==> config.mk <==
export PLATFORM = sky130hd
export DESIGN_NAME = distance_vector_route_table
export DESIGN_NICKNAME = d
export VERILOG_FILES = /design/src/rtl/core/dvrt_pkg.sv /design/src/rtl/core/dvrt_ram.sv /design/src/rtl/core/dvrt_ctrl.sv /design/src/rtl/core/dvrt_dp.sv /design/src/rtl/core/distance_vector_route_table.sv
export SDC_FILE = /design/constraint.sdc
export NUM_CORES = 1
export LEC_CHECK = 0
export BUFFER_PORTS_ARGS = -buffer_cell sky130_fd_sc_hd__buf_4
export CAP_MARGIN = 40
export CORE_ASPECT_RATIO = 2
export CORE_MARGIN = 3
export CORE_UTILIZATION = 63
export CTS_BUF_LIST = sky130_fd_sc_hd__clkbuf_16
export DETAILED_ROUTE_END_ITERATION = 7
export PLACE_DENSITY = 0.77
export REMOVE_ABC_BUFFERS = 1
export SYNTH_ARGS = -nofsm -noshare
export SYNTH_HDL_FRONTEND = slang
export SYNTH_HIERARCHICAL = 1
export SYNTH_SLANG_ARGS = --single-unit
==> constraint.sdc <==
create_clock -name clock -period 7.2 [get_ports clock]
set_clock_uncertainty 0.15 [all_clocks]
set_input_delay 0.36 -clock clock [delete_from_list [all_inputs] [get_ports clock]]
set_output_delay 0.36 -clock clock [all_outputs]
set_load 0.005 [all_outputs]
==> src/rtl/core/dvrt_pkg.sv <==
// Shared types and constants for the distance-vector route table.
// No dependencies; imported by every module of the block but dvrt_ram.
package dvrt_pkg;

   localparam int TABLE_DEPTH = 32;
   localparam int IDX_W       = $clog2(TABLE_DEPTH);
   localparam int COUNT_W     = $clog2(TABLE_DEPTH + 1);

   localparam logic [15:0] COST_MAX = 16'hFFFF;

   // input item kinds
   localparam logic [1:0] ACT_ADVERT = 2'd0;
   localparam logic [1:0] ACT_LINK   = 2'd1;
   localparam logic [1:0] ACT_DUMP   = 2'd2;

   // result status codes
   localparam logic [2:0] RS_OK      = 3'd0;
   localparam logic [2:0] RS_UNKNOWN = 3'd1;
   localparam logic [2:0] RS_FULL    = 3'd2;
   localparam logic [2:0] RS_OWN     = 3'd3;
   localparam logic [2:0] RS_EMPTY   = 3'd4;

   typedef struct packed {
      logic [15:0] cost;
      logic [7:0]  gateway;
      logic [7:0]  destination;
   } dvrt_entry_type;

   localparam int ENTRY_W = $bits(dvrt_entry_type);

   // controller -> datapath
   typedef struct packed {
      logic load_item;
      logic scan_run;
      logic calc;
      logic commit;
      logic dump_emit;
   } dvrt_cmd_type;

   // datapath -> controller
   typedef struct packed {
      logic [1:0] req_action;
      logic       scan_done;
      logic       out_free;
      logic       dump_done;
   } dvrt_stat_type;

endpackage

==> src/rtl/core/dvrt_ram.sv <==
// Generic single-write, single-read RAM with registered read data.
// No dependencies.
module dvrt_ram #(
   parameter int WIDTH = 32,
   parameter int DEPTH = 32
) (
   input  logic                     clock,
   input  logic                     wr_en,
   input  logic [$clog2(DEPTH)-1:0] wr_addr,
   input  logic [WIDTH-1:0]         wr_data,
   input  logic [$clog2(DEPTH)-1:0] rd_addr,
   output logic [WIDTH-1:0]         rd_data
);

   logic [WIDTH-1:0] mem_ff [DEPTH];
   logic [WIDTH-1:0] rd_data_ff;

   always_ff @(posedge clock) begin
      if (wr_en) begin
         mem_ff[wr_addr] <= wr_data;
      end
      rd_data_ff <= mem_ff[rd_addr];
   end

   assign rd_data = rd_data_ff;

endmodule

==> src/rtl/core/dvrt_ctrl.sv <==
// Sequencing state machine for the route table: scan, update, dump.
// Depends on dvrt_pkg.
module dvrt_ctrl (
   input  logic                   clock,
   input  logic                   reset,
   input  logic                   req_tvalid,
   output logic                   req_tready,
   input  dvrt_pkg::dvrt_stat_type stat,
   output dvrt_pkg::dvrt_cmd_type  cmd
);
   import dvrt_pkg::*;

   typedef enum logic [5:0] {
      S_IDLE     = 6'b000001,
      S_SCAN     = 6'b000010,
      S_CALC     = 6'b000100,
      S_COMMIT   = 6'b001000,
      S_DUMP_RD  = 6'b010000,
      S_DUMP_OUT = 6'b100000
   } dvrt_state_type;

   dvrt_state_type state_ff, state_in;

   always_comb begin
      state_in   = state_ff;
      cmd        = '0;
      req_tready = 1'b0;
      unique case (state_ff)
         S_IDLE: begin
            req_tready = 1'b1;
            if (req_tvalid) begin
               cmd.load_item = 1'b1;
               unique case (stat.req_action)
                  ACT_ADVERT, ACT_LINK: state_in = S_SCAN;
                  ACT_DUMP:             state_in = S_DUMP_RD;
                  default:              state_in = S_IDLE;
               endcase
            end
         end
         S_SCAN: begin
            cmd.scan_run = 1'b1;
            if (stat.scan_done) begin
               state_in = S_CALC;
            end
         end
         S_CALC: begin
            cmd.calc = 1'b1;
            state_in = S_COMMIT;
         end
         S_COMMIT: begin
            if (stat.out_free) begin
               cmd.commit = 1'b1;
               state_in   = S_IDLE;
            end
         end
         S_DUMP_RD: begin
            state_in = S_DUMP_OUT;
         end
         S_DUMP_OUT: begin
            if (stat.out_free) begin
               cmd.dump_emit = 1'b1;
               state_in      = stat.dump_done ? S_IDLE : S_DUMP_RD;
            end
         end
         default: state_in = S_IDLE;
      endcase
   end

   always_ff @(posedge clock) begin
      if (reset) begin
         state_ff <= S_IDLE;
      end else begin
         state_ff <= state_in;
      end
   end

endmodule

==> src/rtl/core/dvrt_dp.sv <==
// Datapath: table memory, item registers, scan compare, update and result register.
// Depends on dvrt_pkg and dvrt_ram.
module dvrt_dp (
   input  logic                   clock,
   input  logic                   reset,
   input  dvrt_pkg::dvrt_cmd_type  cmd,
   output dvrt_pkg::dvrt_stat_type stat,
   input  logic [31:0]            req_tdata,
   input  logic [1:0]             req_tuser,
   input  logic                   csr_we,
   input  logic [7:0]             csr_wdata,
   output logic                   rsp_tvalid,
   input  logic                   rsp_tready,
   output logic [31:0]            rsp_tdata,
   output logic                   rsp_tlast,
   output logic [2:0]             rsp_tuser
);
   import dvrt_pkg::*;

   // control registers
   logic [7:0]         own_ff, own_in;
   logic [COUNT_W-1:0] count_ff, count_in;
   logic [COUNT_W-1:0] idx_ff, idx_in;
   logic               pend_ff, pend_in;
   logic               key_found_ff, key_found_in;
   logic               link_found_ff, link_found_in;
   logic               rsp_valid_ff, rsp_valid_in;

   // payload registers
   logic [1:0]         act_ff, act_in;
   logic [7:0]         nb_ff, nb_in;
   logic [7:0]         key_ff, key_in;
   logic [15:0]        cost_ff, cost_in;
   logic [IDX_W-1:0]   pend_idx_ff, pend_idx_in;
   logic [IDX_W-1:0]   key_idx_ff, key_idx_in;
   logic [7:0]         key_hop_ff, key_hop_in;
   logic [15:0]        key_cost_ff, key_cost_in;
   logic [15:0]        link_cost_ff, link_cost_in;
   logic [15:0]        newcost_ff, newcost_in;
   dvrt_entry_type     rsp_entry_ff, rsp_entry_in;
   logic               rsp_last_ff, rsp_last_in;
   logic [2:0]         rsp_status_ff, rsp_status_in;

   logic [ENTRY_W-1:0] rd_data;
   dvrt_entry_type     rd_entry;
   logic               wr_en;
   logic [IDX_W-1:0]   wr_addr;
   dvrt_entry_type     wr_entry;

   logic [COUNT_W-1:0] idx_inc;
   logic [16:0]        sum;
   logic               is_link;
   logic               upd;
   logic               table_full;
   logic               out_free;
   dvrt_entry_type     new_entry;
   dvrt_entry_type     err_entry;

   dvrt_ram #(
      .WIDTH (ENTRY_W),
      .DEPTH (TABLE_DEPTH)
   ) u_table (
      .clock   (clock),
      .wr_en   (wr_en),
      .wr_addr (wr_addr),
      .wr_data (wr_entry),
      .rd_addr (idx_ff[IDX_W-1:0]),
      .rd_data (rd_data)
   );

   assign rd_entry   = rd_data;
   assign idx_inc    = idx_ff + COUNT_W'(1);
   assign sum        = {1'b0, cost_ff} + {1'b0, link_cost_ff};
   assign is_link    = (act_ff == ACT_LINK);
   assign table_full = (count_ff == COUNT_W'(TABLE_DEPTH));
   assign out_free   = !rsp_valid_ff || rsp_tready;
   assign upd        = (key_hop_ff == nb_ff) ||
                       (is_link ? (newcost_ff <= key_cost_ff) : (newcost_ff < key_cost_ff));
   assign new_entry  = '{cost: newcost_ff, gateway: nb_ff, destination: key_ff};
   assign err_entry  = '{cost: 16'd0, gateway: 8'd0, destination: key_ff};

   assign stat.req_action = req_tuser;
   assign stat.scan_done  = (idx_ff == count_ff) && !pend_ff;
   assign stat.out_free   = out_free;
   assign stat.dump_done  = (count_ff == '0) || (idx_inc == count_ff);

   always_comb begin
      own_in        = csr_we ? csr_wdata : own_ff;
      count_in      = count_ff;
      idx_in        = idx_ff;
      pend_in       = pend_ff;
      key_found_in  = key_found_ff;
      link_found_in = link_found_ff;
      rsp_valid_in  = rsp_valid_ff && !rsp_tready;
      act_in        = act_ff;
      nb_in         = nb_ff;
      key_in        = key_ff;
      cost_in       = cost_ff;
      pend_idx_in   = pend_idx_ff;
      key_idx_in    = key_idx_ff;
      key_hop_in    = key_hop_ff;
      key_cost_in   = key_cost_ff;
      link_cost_in  = link_cost_ff;
      newcost_in    = newcost_ff;
      rsp_entry_in  = rsp_entry_ff;
      rsp_last_in   = rsp_last_ff;
      rsp_status_in = rsp_status_ff;
      wr_en         = 1'b0;
      wr_addr       = key_idx_ff;
      wr_entry      = new_entry;

      if (cmd.load_item) begin
         act_in        = req_tuser;
         nb_in         = req_tdata[7:0];
         key_in        = (req_tuser == ACT_LINK) ? req_tdata[7:0] : req_tdata[15:8];
         cost_in       = req_tdata[31:16];
         idx_in        = '0;
         pend_in       = 1'b0;
         key_found_in  = 1'b0;
         link_found_in = 1'b0;
      end

      // pipelined scan: issue one address, compare the previous one
      if (cmd.scan_run) begin
         if (idx_ff < count_ff) begin
            idx_in      = idx_inc;
            pend_in     = 1'b1;
            pend_idx_in = idx_ff[IDX_W-1:0];
         end else begin
            pend_in = 1'b0;
         end
         if (pend_ff) begin
            if (!key_found_ff && rd_entry.destination == key_ff) begin
               key_found_in = 1'b1;
               key_idx_in   = pend_idx_ff;
               key_hop_in   = rd_entry.gateway;
               key_cost_in  = rd_entry.cost;
            end
            if (!link_found_ff && rd_entry.destination == nb_ff) begin
               link_found_in = 1'b1;
               link_cost_in  = rd_entry.cost;
            end
         end
      end

      if (cmd.calc) begin
         if (is_link) begin
            newcost_in = cost_ff;
         end else begin
            newcost_in = sum[16] ? COST_MAX : sum[15:0];
         end
      end

      if (cmd.commit) begin
         rsp_valid_in = 1'b1;
         rsp_last_in  = 1'b1;
         priority if (!is_link && !link_found_ff) begin
            rsp_status_in = RS_UNKNOWN;
            rsp_entry_in  = err_entry;
         end else if (!is_link && key_ff == own_ff) begin
            rsp_status_in = RS_OWN;
            rsp_entry_in  = err_entry;
         end else if (key_found_ff) begin
            rsp_status_in = RS_OK;
            wr_en         = upd;
            wr_addr       = key_idx_ff;
            rsp_entry_in  = upd ? new_entry
                                : '{cost: key_cost_ff, gateway: key_hop_ff,
                                    destination: key_ff};
         end else if (table_full) begin
            rsp_status_in = RS_FULL;
            rsp_entry_in  = err_entry;
         end else begin
            rsp_status_in = RS_OK;
            wr_en         = 1'b1;
            wr_addr       = count_ff[IDX_W-1:0];
            count_in      = count_ff + COUNT_W'(1);
            rsp_entry_in  = new_entry;
         end
      end

      // poison reverse on routes learned from the dump receiver
      if (cmd.dump_emit) begin
         rsp_valid_in = 1'b1;
         if (count_ff == '0) begin
            rsp_status_in = RS_EMPTY;
            rsp_last_in   = 1'b1;
            rsp_entry_in  = '0;
         end else begin
            rsp_status_in = RS_OK;
            rsp_last_in   = (idx_inc == count_ff);
            rsp_entry_in  = rd_entry;
            if (rd_entry.gateway == nb_ff) begin
               rsp_entry_in.cost = COST_MAX;
            end
            idx_in = idx_inc;
         end
      end
   end

   always_ff @(posedge clock) begin
      if (reset) begin
         own_ff        <= '0;
         count_ff      <= '0;
         idx_ff        <= '0;
         pend_ff       <= 1'b0;
         key_found_ff  <= 1'b0;
         link_found_ff <= 1'b0;
         rsp_valid_ff  <= 1'b0;
      end else begin
         own_ff        <= own_in;
         count_ff      <= count_in;
         idx_ff        <= idx_in;
         pend_ff       <= pend_in;
         key_found_ff  <= key_found_in;
         link_found_ff <= link_found_in;
         rsp_valid_ff  <= rsp_valid_in;
      end
   end

   always_ff @(posedge clock) begin
      act_ff        <= act_in;
      nb_ff         <= nb_in;
      key_ff        <= key_in;
      cost_ff       <= cost_in;
      pend_idx_ff   <= pend_idx_in;
      key_idx_ff    <= key_idx_in;
      key_hop_ff    <= key_hop_in;
      key_cost_ff   <= key_cost_in;
      link_cost_ff  <= link_cost_in;
      newcost_ff    <= newcost_in;
      rsp_entry_ff  <= rsp_entry_in;
      rsp_last_ff   <= rsp_last_in;
      rsp_status_ff <= rsp_status_in;
   end

   assign rsp_tvalid = rsp_valid_ff;
   assign rsp_tdata  = rsp_entry_ff;
   assign rsp_tlast  = rsp_last_ff;
   assign rsp_tuser  = rsp_status_ff;

endmodule

==> src/rtl/core/distance_vector_route_table.sv <==
// Top level of the distance-vector route table with poison reverse.
// Depends on dvrt_pkg, dvrt_ctrl, dvrt_dp (which holds the dvrt_ram table).
//
// Usage:
//  - req_* carries one item: a link cost update, a neighbor advert entry or
//    a dump request (kind in req_tuser). Accepted when req_tvalid & req_tready.
//  - rsp_* returns results: one per update or advert; one per table entry
//    for a dump (RS_EMPTY if none, rsp_tlast on the last), status in rsp_tuser.
//  - csr_we/csr_wdata write own_node_id; write only while the block is idle.
// Operation:
//  - update/advert: the table is searched one entry per cycle through the
//    single read port of the RAM.
//  - dump: per entry an address step then a result step, one RAM read each.
//  - action 3 is dropped with no result.
// The result sits in an output register, so the next item is taken while a
// result waits; a stalled rsp_tready holds the result and, once the next
// item needs the output register, holds that item's sequencer too.
// Reset (synchronous, active high) empties the table (count back to zero),
// clears own_node_id and drops any pending result. No clearing pass is
// needed; entries beyond the count are never read.
module distance_vector_route_table (
   input  logic        clock,
   input  logic        reset,
   // req_tdata: neighbor_id[7:0], destination_id[15:8], cost_in[31:16]
   input  logic        req_tvalid,
   output logic        req_tready,
   input  logic [31:0] req_tdata,
   // req_tuser: action[1:0]
   input  logic [1:0]  req_tuser,
   // rsp_tdata: route_destination[7:0], route next hop[15:8], route_cost[31:16]
   output logic        rsp_tvalid,
   input  logic        rsp_tready,
   output logic [31:0] rsp_tdata,
   output logic        rsp_tlast,
   // rsp_tuser: status[2:0]
   output logic [2:0]  rsp_tuser,
   input  logic        csr_we,
   input  logic [7:0]  csr_wdata
);
   import dvrt_pkg::*;

   dvrt_cmd_type  cmd;
   dvrt_stat_type stat;

   // sequencer: decides scan / calc / commit / dump steps
   dvrt_ctrl u_ctrl (
      .clock      (clock),
      .reset      (reset),
      .req_tvalid (req_tvalid),
      .req_tready (req_tready),
      .stat       (stat),
      .cmd        (cmd)
   );

   // table, search compare, saturating sum, result register
   dvrt_dp u_dp (
      .clock      (clock),
      .reset      (reset),
      .cmd        (cmd),
      .stat       (stat),
      .req_tdata  (req_tdata),
      .req_tuser  (req_tuser),
      .csr_we     (csr_we),
      .csr_wdata  (csr_wdata),
      .rsp_tvalid (rsp_tvalid),
      .rsp_tready (rsp_tready),
      .rsp_tdata  (rsp_tdata),
      .rsp_tlast  (rsp_tlast),
      .rsp_tuser  (rsp_tuser)
   );

endmodule

# Word-level counts from Yosys, hierarchy flattened
# Memory sizes are Yosys's and may differ from the RTL's. A register that Yosys moved wholly into a read port is not among the register bits.
# Cells that the tools add are included.
# op_classes
muxes,68
addsub,3
bitwise,4
reduce_logical,25
n_eq_ne,21
n_lt_le_gt_ge,3
# op_table
cell,count
$mux 32,8
$mux 6,9
$mux 16,3
$eq 8x8->1,5
$pmux 6 s6,1
$mux 1,32
$mux 5,6
$mux 3,6
$add 16x16->17,1
$le 16x16->1,1
$lt 16x16->1,1
$add 6x1->6 const B,2
$eq 6x6->1,2
$eq 6x6->1 const B,2
$pmux 5 s2,1
$mux 8,1
$eq 6x1->1 const B,1
$eq 6x2->1 const B,1
$eq 6x3->1 const B,1
$eq 6x4->1 const B,1
$eq 6x5->1 const B,1
$logic_and 1x1->1,6
$logic_not 1->1,6
$logic_not 6->1,1
15 further kinds,25
# totals
input_bits,47
wordCells,148
memories,1
reg_bits,166
out_inout_bits,38
ramBits,1024
# mem_list
memory,depth,word_bits,read_ports,rd_clocked_by_memory_dff,wr,line_no,rtl
u_dp.u_table.mem_ff,32,32,1,1,1,dvrt_ram.sv:15,logic [WIDTH-1:0] mem_ff [DEPTH];

# Depth between registers and ports, before layout
# Gate-level depths: netlist of run 1.
# logic_depth
word_depth,9
depth_mapped,13
depth_no_buf,12

# Modules after synthesis
# The synthesis of run 1 kept the hierarchy.
# modules_own_cells
mod,seq_area_each_um2,area_per_inst_um2,cells_per_inst,n_inst
dvrt_ram,31390.1,40492.6,2260,1
dvrt_dp,4564.4,8260.4,729,1
dvrt_ctrl,120.1,430.4,52,1

# Least setup slack after synthesis of run 1
# No wires, ideal clock.
# synth_path
path_type,register to register
start,register u_dp.newcost_ff[5]
end,"memory u_dp.u_table.mem_ff[28][0], enable pin"
required_time_ps,6629
arrival_ps,4565
setup_time_ps,421
period_less_slack_ps,5136
n_path_buf,3
setup_slack_ps,2064
path_stages_with_launch,13
path_cell_list,edfxtp_1 > ha_1 > a21oi_1 > o21ai_0 > a221o_1 > a211o_1 > and2_1 > clkbuf_1 > buf_2 > nor2_1 > or3b_2 > clkbuf_1 > nor2_1
# synth_via
elab_chain_len,9
word_cells_on_any_way,10
classes_between,order compare: 2; mux: 7; reduce/logical: 1
# synth_rtl
element,line_no,rtl
from (decl),dvrt_dp.sv:39,"logic [15:0] newcost_ff, newcost_in;"
from (signal assigned),dvrt_dp.sv:231,newcost_ff <= newcost_in;
$lt 16x16->1 or $le 16x16->1 (tied branches),dvrt_dp.sv:78,(is_link ? (newcost_ff <= key_cost_ff) : (newcost_ff < key_cost_ff));
$mux 1 (*),dvrt_dp.sv:78,
$logic_or 1x1->1 (*),dvrt_dp.sv:77,assign upd = (key_hop_ff == nb_ff) ||
$mux 1 (*),dvrt_dp.sv:163,end else if (key_found_ff) begin
$mux 1 (*),dvrt_dp.sv:160,end else if (!is_link && key_ff == own_ff) begin
$mux 1 (*),dvrt_dp.sv:157,priority if (!is_link && !link_found_ff) begin
$mux 1 (*),dvrt_dp.sv:154,if (cmd.commit) begin
net u_dp.wr_en,dvrt_dp.sv:46,logic wr_en;
$mux 1 (*),dvrt_ram.sv:19,if (wr_en) begin
$mux 1 (not written as such) (*),dvrt_ram.sv:20,mem_ff[wr_addr] <= wr_data;
to (decl),dvrt_ram.sv:15,
# Mark *: on every way through the listed nets, which the timed path passes. The rest lies on a longest branch.

# Worst setup path in the final report of run 1
# layout_path
start,register u_dp.newcost_ff[5]
end,"memory u_dp.u_table.mem_ff[13][2], enable pin"
# The elaborated chain is that of the path after synthesis.

==> reports/qor.yml, run 1 <==
place:
  io_buffers: 84
  detailed_place_hpwl_um: 81100
  dp_worst_setup_slack_ns: 1.97
  place_area_sq_um: 51500
  placed_cells: 4078
  globalplace.congestion: 0.931
sta:
  max_freq_mhz: 187
  min_period_ns: 5.36
  hold_viol_final: 0
  setup_viol: 0
  period_share_pct: 74.4
  relSlewSlack_pct: 25.6
  rsz0062_at_grt: "no"
  maxSlewViolCount: 0
  final.setup.worst_slack_ns: 1.84
  tightest_slew_ns: 1.12
  finalSetupTns_ns: 0
logic_synthesis:
  synth_cell_types: 67
  ys_seq_elements: 1222
  synthCells: 3041
  synth-edff-count: 1160
  synth_async_sr_flop_share_pct: 0
  ys_warn_count: 6
  synth_seq_area_share_pct: 73.3
  netlist_area_sq_um: 49200
  synth_area_leader_cell: "edfxtp_1"
  yosys-top-cells-area: "edfxtp_1, mux2i_1, dfxtp_1, a22oi_1, a21oi_1"
  synthFlopType: "edfxtp_1"
  avgSynthCellArea_sq_um: 16.2
  yosysTopAreaCellShare_pct: 70.8
clock_tree:
  insertion_delay_ns: 0.70
  root_buffer: "clkbuf_16"
  numCtsBuffers: 98
  clk_pin_slew_ns: 0.06
  cts_hold_buf: 61
  cts_setup_buffers: 0
  cts.sinks: 1222
  tritoncts: "yes"
  htree_num_levels: 3
  ctsResizeCount: 0
  cts.path.max_buffers: 3
route:
  wl_um: 133000
  vias_per_cell: 6.67
  drc: 0
  drtIter0Drc: 3404
  dr_total_vias: 28900
  post_drt_wl_per_cell_um: 30.6
  antenna_left: 0
  first_pass_iters: 7
die:
  fp.dieW_um: 204
  core_sq_um: 77300
  num_rows: 144
  fp.dieH_um: 401
  dieArea_sq_um: 81700
  io_pins: 85
  start_util_pct: 63.6
power_and_ir_drop:
  p_sw_w: 0.00285
  finalPower_w: 0.0138
  power_density_nw_per_um2: 250
  pwr-share-seq_pct: 56.9
  ir_worst_vdd_mv: 0.238
  total_leakage_power_nw: 17.3
  p_clk_share_pct: 39.2
  switching_share_pct: 20.6
  p_int_w: 0.0110
  power_frac_comb_pct: 3.9
critical_path:
  crit_type: "flip-flop to flip-flop"
  arrival_ns: 5.56
  crit_path_end_kind: "flip-flop"
  required_ns: 7.40
  worstSetupStartpointType: "flip-flop"
  crit_fanout: 34
finish:
  final_cells: 4328
  num-nets-final: 3308
  n_fill_cell: 4619
  seqCellArea_sq_um: 36100
  fin_area_sq_um: 55300
  drive_gt1_share_pct: 12.0
  multi_input_area_sq_um: 12300
  syn_to_final_growth_pct: 12.5
worst_hold_path:
  hold_class: "primary input to flip-flop"
global_routing:
  grt_pass1_wl_um: 193000
  grt_max_degree: 132
  antenna_found_initial: 6
  track_usage_pct: 32.5
  grt_pass1_vias: 29400
  overflow: 0
flow_run:
  cap_violations: 0
run_status:
  status: "finished, final reports clean"
## routing by layer
metal	global-route usage [%]	wire length, um	vias to the layer above
li1	-	-	12200
met1	37.8	43400	14500
met2	56.9	69000	1737
met3	5.99	11000	428
met4	17.8	9100	4
met5	0	21	-
## stage by stage
stage / util [%] / hold WS (ns)
6_report: 71.6 / 0.249
3_5_place_dp: 66.6 / 0.258
4_1_cts: 71.6 / 0.203
5_1_grt: 71.6 / 0.226
3_3_place_gp: 66.5 / 0.256
2_1_floorplan: - / 0.250
## worst paths after layout
check / from / to / slack (ns) / cells after the start
worst min register to register: u_dp/pend_idx_ff[4]$_DFFE_PP_ / u_dp/key_idx_ff[4]$_DFFE_PP_ / 0.27 / 0
worst max-delay path: u_dp/newcost_ff[5]$_DFFE_PP_ / u_dp/u_table/mem_ff[13][2]$_DFFE_PP_ / 1.84 / 11
worst max register to register: u_dp/newcost_ff[5]$_DFFE_PP_ / u_dp/u_table/mem_ff[13][2]$_DFFE_PP_ / 1.84 / 11
worst min-delay path: req_tdata[20] / u_dp/cost_ff[4]$_DFFE_PP_ / 0.25 / 2
## power groups by stage
stage	Combinational, W	Sequential [W]	Clock, W
final	0.000538	0.00786	0.00541
after global placement	0.000471	0.00802	0
after detailed placement	0.000490	0.00802	0
after floorplan	0.000198	0.00808	0
after CTS	0.000523	0.00786	0.00545
after global routing	0.000566	0.00786	0.00571
## critical path, cell delays in order (launching register included)
cell and delay, ns:
edfxtp_1 0.33, buf_4 0.38, ha_1 0.34, a21oi_1 0.17
o21ai_0 0.12, a221o_1 0.35, a211o_1 0.67, and2_1 0.36
nor2_1 0.28, nand3b_1 0.66, nor2_4 0.74, buf_4 0.42
## kinds of logic (layout without fill, tap and decap cells)
family          count (synthesis)  count (layout)  share of synthesized area [%]
buf+inv                       211             473                           2.28
compound gates                450             450                           6.17
xor+xnor                       62              62                           1.10
simple gates                  520             520                           5.12
flops                        1222            1222                           73.3
mux                           534             534                           10.9
other cells                     0               3                              0
fa+ha+maj                      42              42                           1.08
## state kept, by name, summed over array words and instances (netlist names), 2 cells and up
register	cells
u_dp/link_cost_ff	16
u_dp/rsp_tdata	32
u_ctrl/state_ff	6
u_dp/u_table/mem_ff	1024
u_dp/pend_idx_ff	5
u_dp/count_ff	6
u_dp/u_table/rd_data	32
u_dp/idx_ff	6
u_dp/key_idx_ff	5
u_dp/own_ff	8
u_dp/key_hop_ff	8
u_dp/key_cost_ff	16
u_dp/act_ff	2
u_dp/nb_ff	8
u_dp/key_ff	8
u_dp/newcost_ff	16
u_dp/rsp_tuser	3
u_dp/cost_ff	16
## cell type report
cell class | count | area share (%)
timing repair buffer | 245 | 4.10
antenna | 3 | 0.0136
clock buffer | 101 | 4.57
multi-input combinational | 1608 | 22.2
inverter | 44 | 0.298
clock inverter | 83 | 1.29
tap | 1022 | 2.31
sequential | 1222 | 65.2
## Yosys cell counts, types with 4 or more instances
master,instances
edfxtp_1,1160
mux2i_1,524
nand2_1,149
a21oi_1,144
nand3_1,135
a22oi_1,97
nor2_1,86
a22o_1,67
clkbuf_1,67
dfxtp_1,62
inv_1,44
xnor2_1,43
ha_1,41
nor3_1,39
buf_4,38
nand4_1,37
a31oi_1,36
buf_2,35
o21ai_0,30
o211ai_1,25
xor2_1,19
buf_6,18
nand2b_1,11
a21o_1,10
nor2b_1,10
nor4_1,10
o22ai_1,10
mux2_2,8
buf_1,7
nand3b_1,7
and2_1,6
and3_1,6
nor3b_1,4
or3_1,4
## cell usage in the layout, fill, tap and decap left out, types with 7 or more instances in the layout
cell / synthesis / layout
a21o_1: 10 / 10
a21oi_1: 144 / 142
a22o_1: 67 / 67
a22oi_1: 97 / 97
a31oi_1: 36 / 36
buf_12: 0 / 20
buf_4: 38 / 161
bufinv_16: 0 / 11
clkbuf_16: 0 / 101
clkinv_1: 0 / 18
clkinv_2: 0 / 15
clkinvlp_4: 0 / 8
dfxtp_1: 62 / 61
dlygate4sd3_1: 0 / 61
edfxtp_1: 1160 / 1160
ha_1: 41 / 41
inv_1: 44 / 68
mux2_2: 8 / 8
mux2i_1: 524 / 524
nand2_1: 149 / 148
nand2b_1: 11 / 9
nand3_1: 135 / 135
nand3b_1: 7 / 7
nand4_1: 37 / 37
nor2_1: 86 / 52
nor2_4: 0 / 33
nor2b_1: 10 / 8
nor3_1: 39 / 37
nor4_1: 10 / 8
o211ai_1: 25 / 25
o21ai_0: 30 / 30
o22ai_1: 10 / 10
xnor2_1: 43 / 43
xor2_1: 19 / 19
(Power assumes the default switching activity.)
==> run 2: changes to the inputs <==
Clock period 7.2 ns to 5.3 ns, I/O delays scaled along.
==> reports/qor.yml, run 2 (synthesis results as in run 1) <==
run_status:
  status: "complete, but fails checks"  # was finished, final reports clean
  violations: "design-rule violations"
route:
  antenna_left: 0  # unchanged
  drtIter0Drc: 3262  # was 3,404
  drc: 1  # was 0
  post_drt_wl_per_cell_um: 30.7  # was 30.6 um
  dr_total_vias: 28900  # about the same
  wl_um: 133000  # about the same
  vias_per_cell: 6.65  # was 6.67
  first_pass_iters: 8  # was 7
finish:
  num-nets-final: 3323  # was 3,308
  layout_commonest_cell: "edfxtp_1"  # unchanged
  regMostFlops: "u_dp/u_table/mem_ff"  # unchanged
  layout_common_cells: "edfxtp_1, mux2i_1, buf_4"  # unchanged
  drive_gt1_share_pct: 12.8  # was 12.0%
  final_cells: 4346  # was 4,328
  largest_reg_flops: 1024  # unchanged
  syn_to_final_growth_pct: 13.4  # was 12.5%
power_and_ir_drop:
  total_leakage_power_nw: 17.4  # was 17.3 nW
  ir_worst_vdd_mv: 0.325  # was 0.238 mV
  power_density_nw_per_um2: 342  # was 250 nW/um^2
global_routing:
  grt_pass1_vias: 29500  # was 29,400
  antenna_found_initial: 7  # was 6
  track_usage_pct: 32.7  # was 32.5%
  grt_pass1_wl_um: 193000  # about the same
  grt_max_degree: 129  # was 132
  overflow: 0  # unchanged
place:
  detailed_place_hpwl_um: 84100  # was 81,100 um
  io_buffers: 84  # unchanged
  placed_cells: 4092  # was 4,078
  dp_worst_setup_slack_ns: 0.869  # was 1.97 ns
  globalplace.congestion: 0.964  # was 0.931
sta:
  period_share_pct: 87.5  # was 74.4%
  maxSlewViolCount: 0  # unchanged
  min_period_ns: 4.64  # was 5.36 ns
  rsz0062_at_grt: "no"  # unchanged
  setup_viol: 0  # unchanged
  max_freq_mhz: 216  # was 187 MHz
  relSlewSlack_pct: 36.3  # was 25.6%
  hold_ws_ns: 0.155  # was 0.249 ns
  final.setup.worst_slack_ns: 0.665  # was 1.84 ns
  tightest_slew_ns: 0.955  # was 1.12 ns
  finalSetupTns_ns: 0  # unchanged
  hold_viol_final: 0  # unchanged
die:
  io_pins: 85  # unchanged
  dieArea_sq_um: 81700  # unchanged
  fp.dieW_um: 204  # unchanged
  fp.dieH_um: 401  # unchanged
  num_rows: 144  # unchanged
  core_sq_um: 77300  # unchanged
  start_util_pct: 63.6  # unchanged
critical_path:
  crit_fanout: 21  # was 34
  cp_top_family: "simple AND/OR/NAND/NOR gates"  # unchanged
  slowest_stage: "or3b_2"  # was nor2_4
  crit_buf_inv: 1  # was 2
  path_cells: "or3_4, nor4_1, o311a_1, nand3_1, nand2_1, o21ai_0, or3b_2, nor2_4, buf_12"  # was buf_4, ha_1, a21oi_1, o21ai_0, a221o_1, a211o_1, and2_1, nor2_1, nand3b_1, nor2_4, buf_4
  crit_path_end_kind: "flip-flop"  # unchanged
  arrival_ns: 4.88  # was 5.56 ns
  required_ns: 5.54  # was 7.40 ns
  worstSetupStartpointType: "flip-flop"  # unchanged
  crit_type: "flip-flop to flip-flop"  # unchanged
  slowest_delay_ns: 0.78  # was 0.74 ns
clock_tree:
  tritoncts: "yes"  # unchanged
  htree_num_levels: 3  # unchanged
  cts.path.max_buffers: 3  # unchanged
  numCtsBuffers: 101  # was 98
  clk_pin_slew_ns: 0.07  # was 0.06 ns
  root_buffer: "clkbuf_16"  # unchanged
  insertion_delay_ns: 0.70  # about the same
  cts.sinks: 1222  # unchanged
flow_run:
  cap_violations: 0  # unchanged
worst_hold_path:
  hold_class: "primary input to flip-flop"  # unchanged
==> run 2: repair_timing <==
item,in CTS,in global routing
resized for setup,0,0
setup buffers,0,0
hold endpoints to repair,64,0
hold buffers,61,0
==> run 2: layout make-up <==
type / count / area, sq um
inverters: 44 / 165
clock inverters: 84 / 828
multi-input cells: 1608 / 12300
diodes: 5 / 12.5
repair buffers: 257 / 2520
fillers: 4558 / 21500
well taps: 1022 / 1280
flip-flops and latches: 1222 / 36100
clock buffers: 104 / 2600
==> run 2: final timing paths <==
path                              startpoint                                    end  slack (ns)  cells past startpoint
max          u_ctrl/state_ff[0]$_SDFFE_PP1P_  u_dp/u_table/mem_ff[24][23]$_DFFE_PP_        0.66                      9
min reg2reg    u_dp/pend_idx_ff[4]$_DFFE_PP_           u_dp/key_idx_ff[4]$_DFFE_PP_        0.27                      0
min                            req_tdata[20]              u_dp/cost_ff[4]$_DFFE_PP_        0.16                      2
max reg2reg  u_ctrl/state_ff[0]$_SDFFE_PP1P_  u_dp/u_table/mem_ff[24][23]$_DFFE_PP_        0.66                      9
==> run 2: worst reg2reg max path: cells and delay by family, from the launching register on <==
kind            cells  cell delay, ns
compound gates      2            0.58
buf+inv             1            0.28
simple gates        6            2.93
flops               1            0.38
==> run 2: power breakdown <==
| group | switching [W] | total [W] | internal, W |
|---|---|---|---|
| logic | 0.000516 | 0.000744 | 0.000228 |
| clock network | 0.00343 | 0.00763 | 0.00419 |
| registers | 0.0000540 | 0.0107 | 0.0106 |
| total | 0.00400 | 0.0191 | 0.0151 |
==> run 2: through the flow <==
step	instance area, sq um	total power, W	util (%)
floorplan	48200	0.0112	-
global placement	51600	0.0116	66.8
detailed placement	51700	0.0116	66.9
CTS	55800	0.0191	72.1
global route	55800	0.0195	72.2
finish	55800	0.0191	72.2
==> run 2: per-layer routing <==
| layer | up-vias | share of wire (%) | global-route usage (%) |
|---|---|---|---|
| met1 | 14400 | 33 | 37.7 |
| met3 | 500 | 8.0 | 5.22 |
| li1 | 12300 | - | - |
| met5 | - | 0 | 0 |
| met4 | 0 | 8.4 | 22.6 |
| met2 | 1764 | 51 | 55.8 |
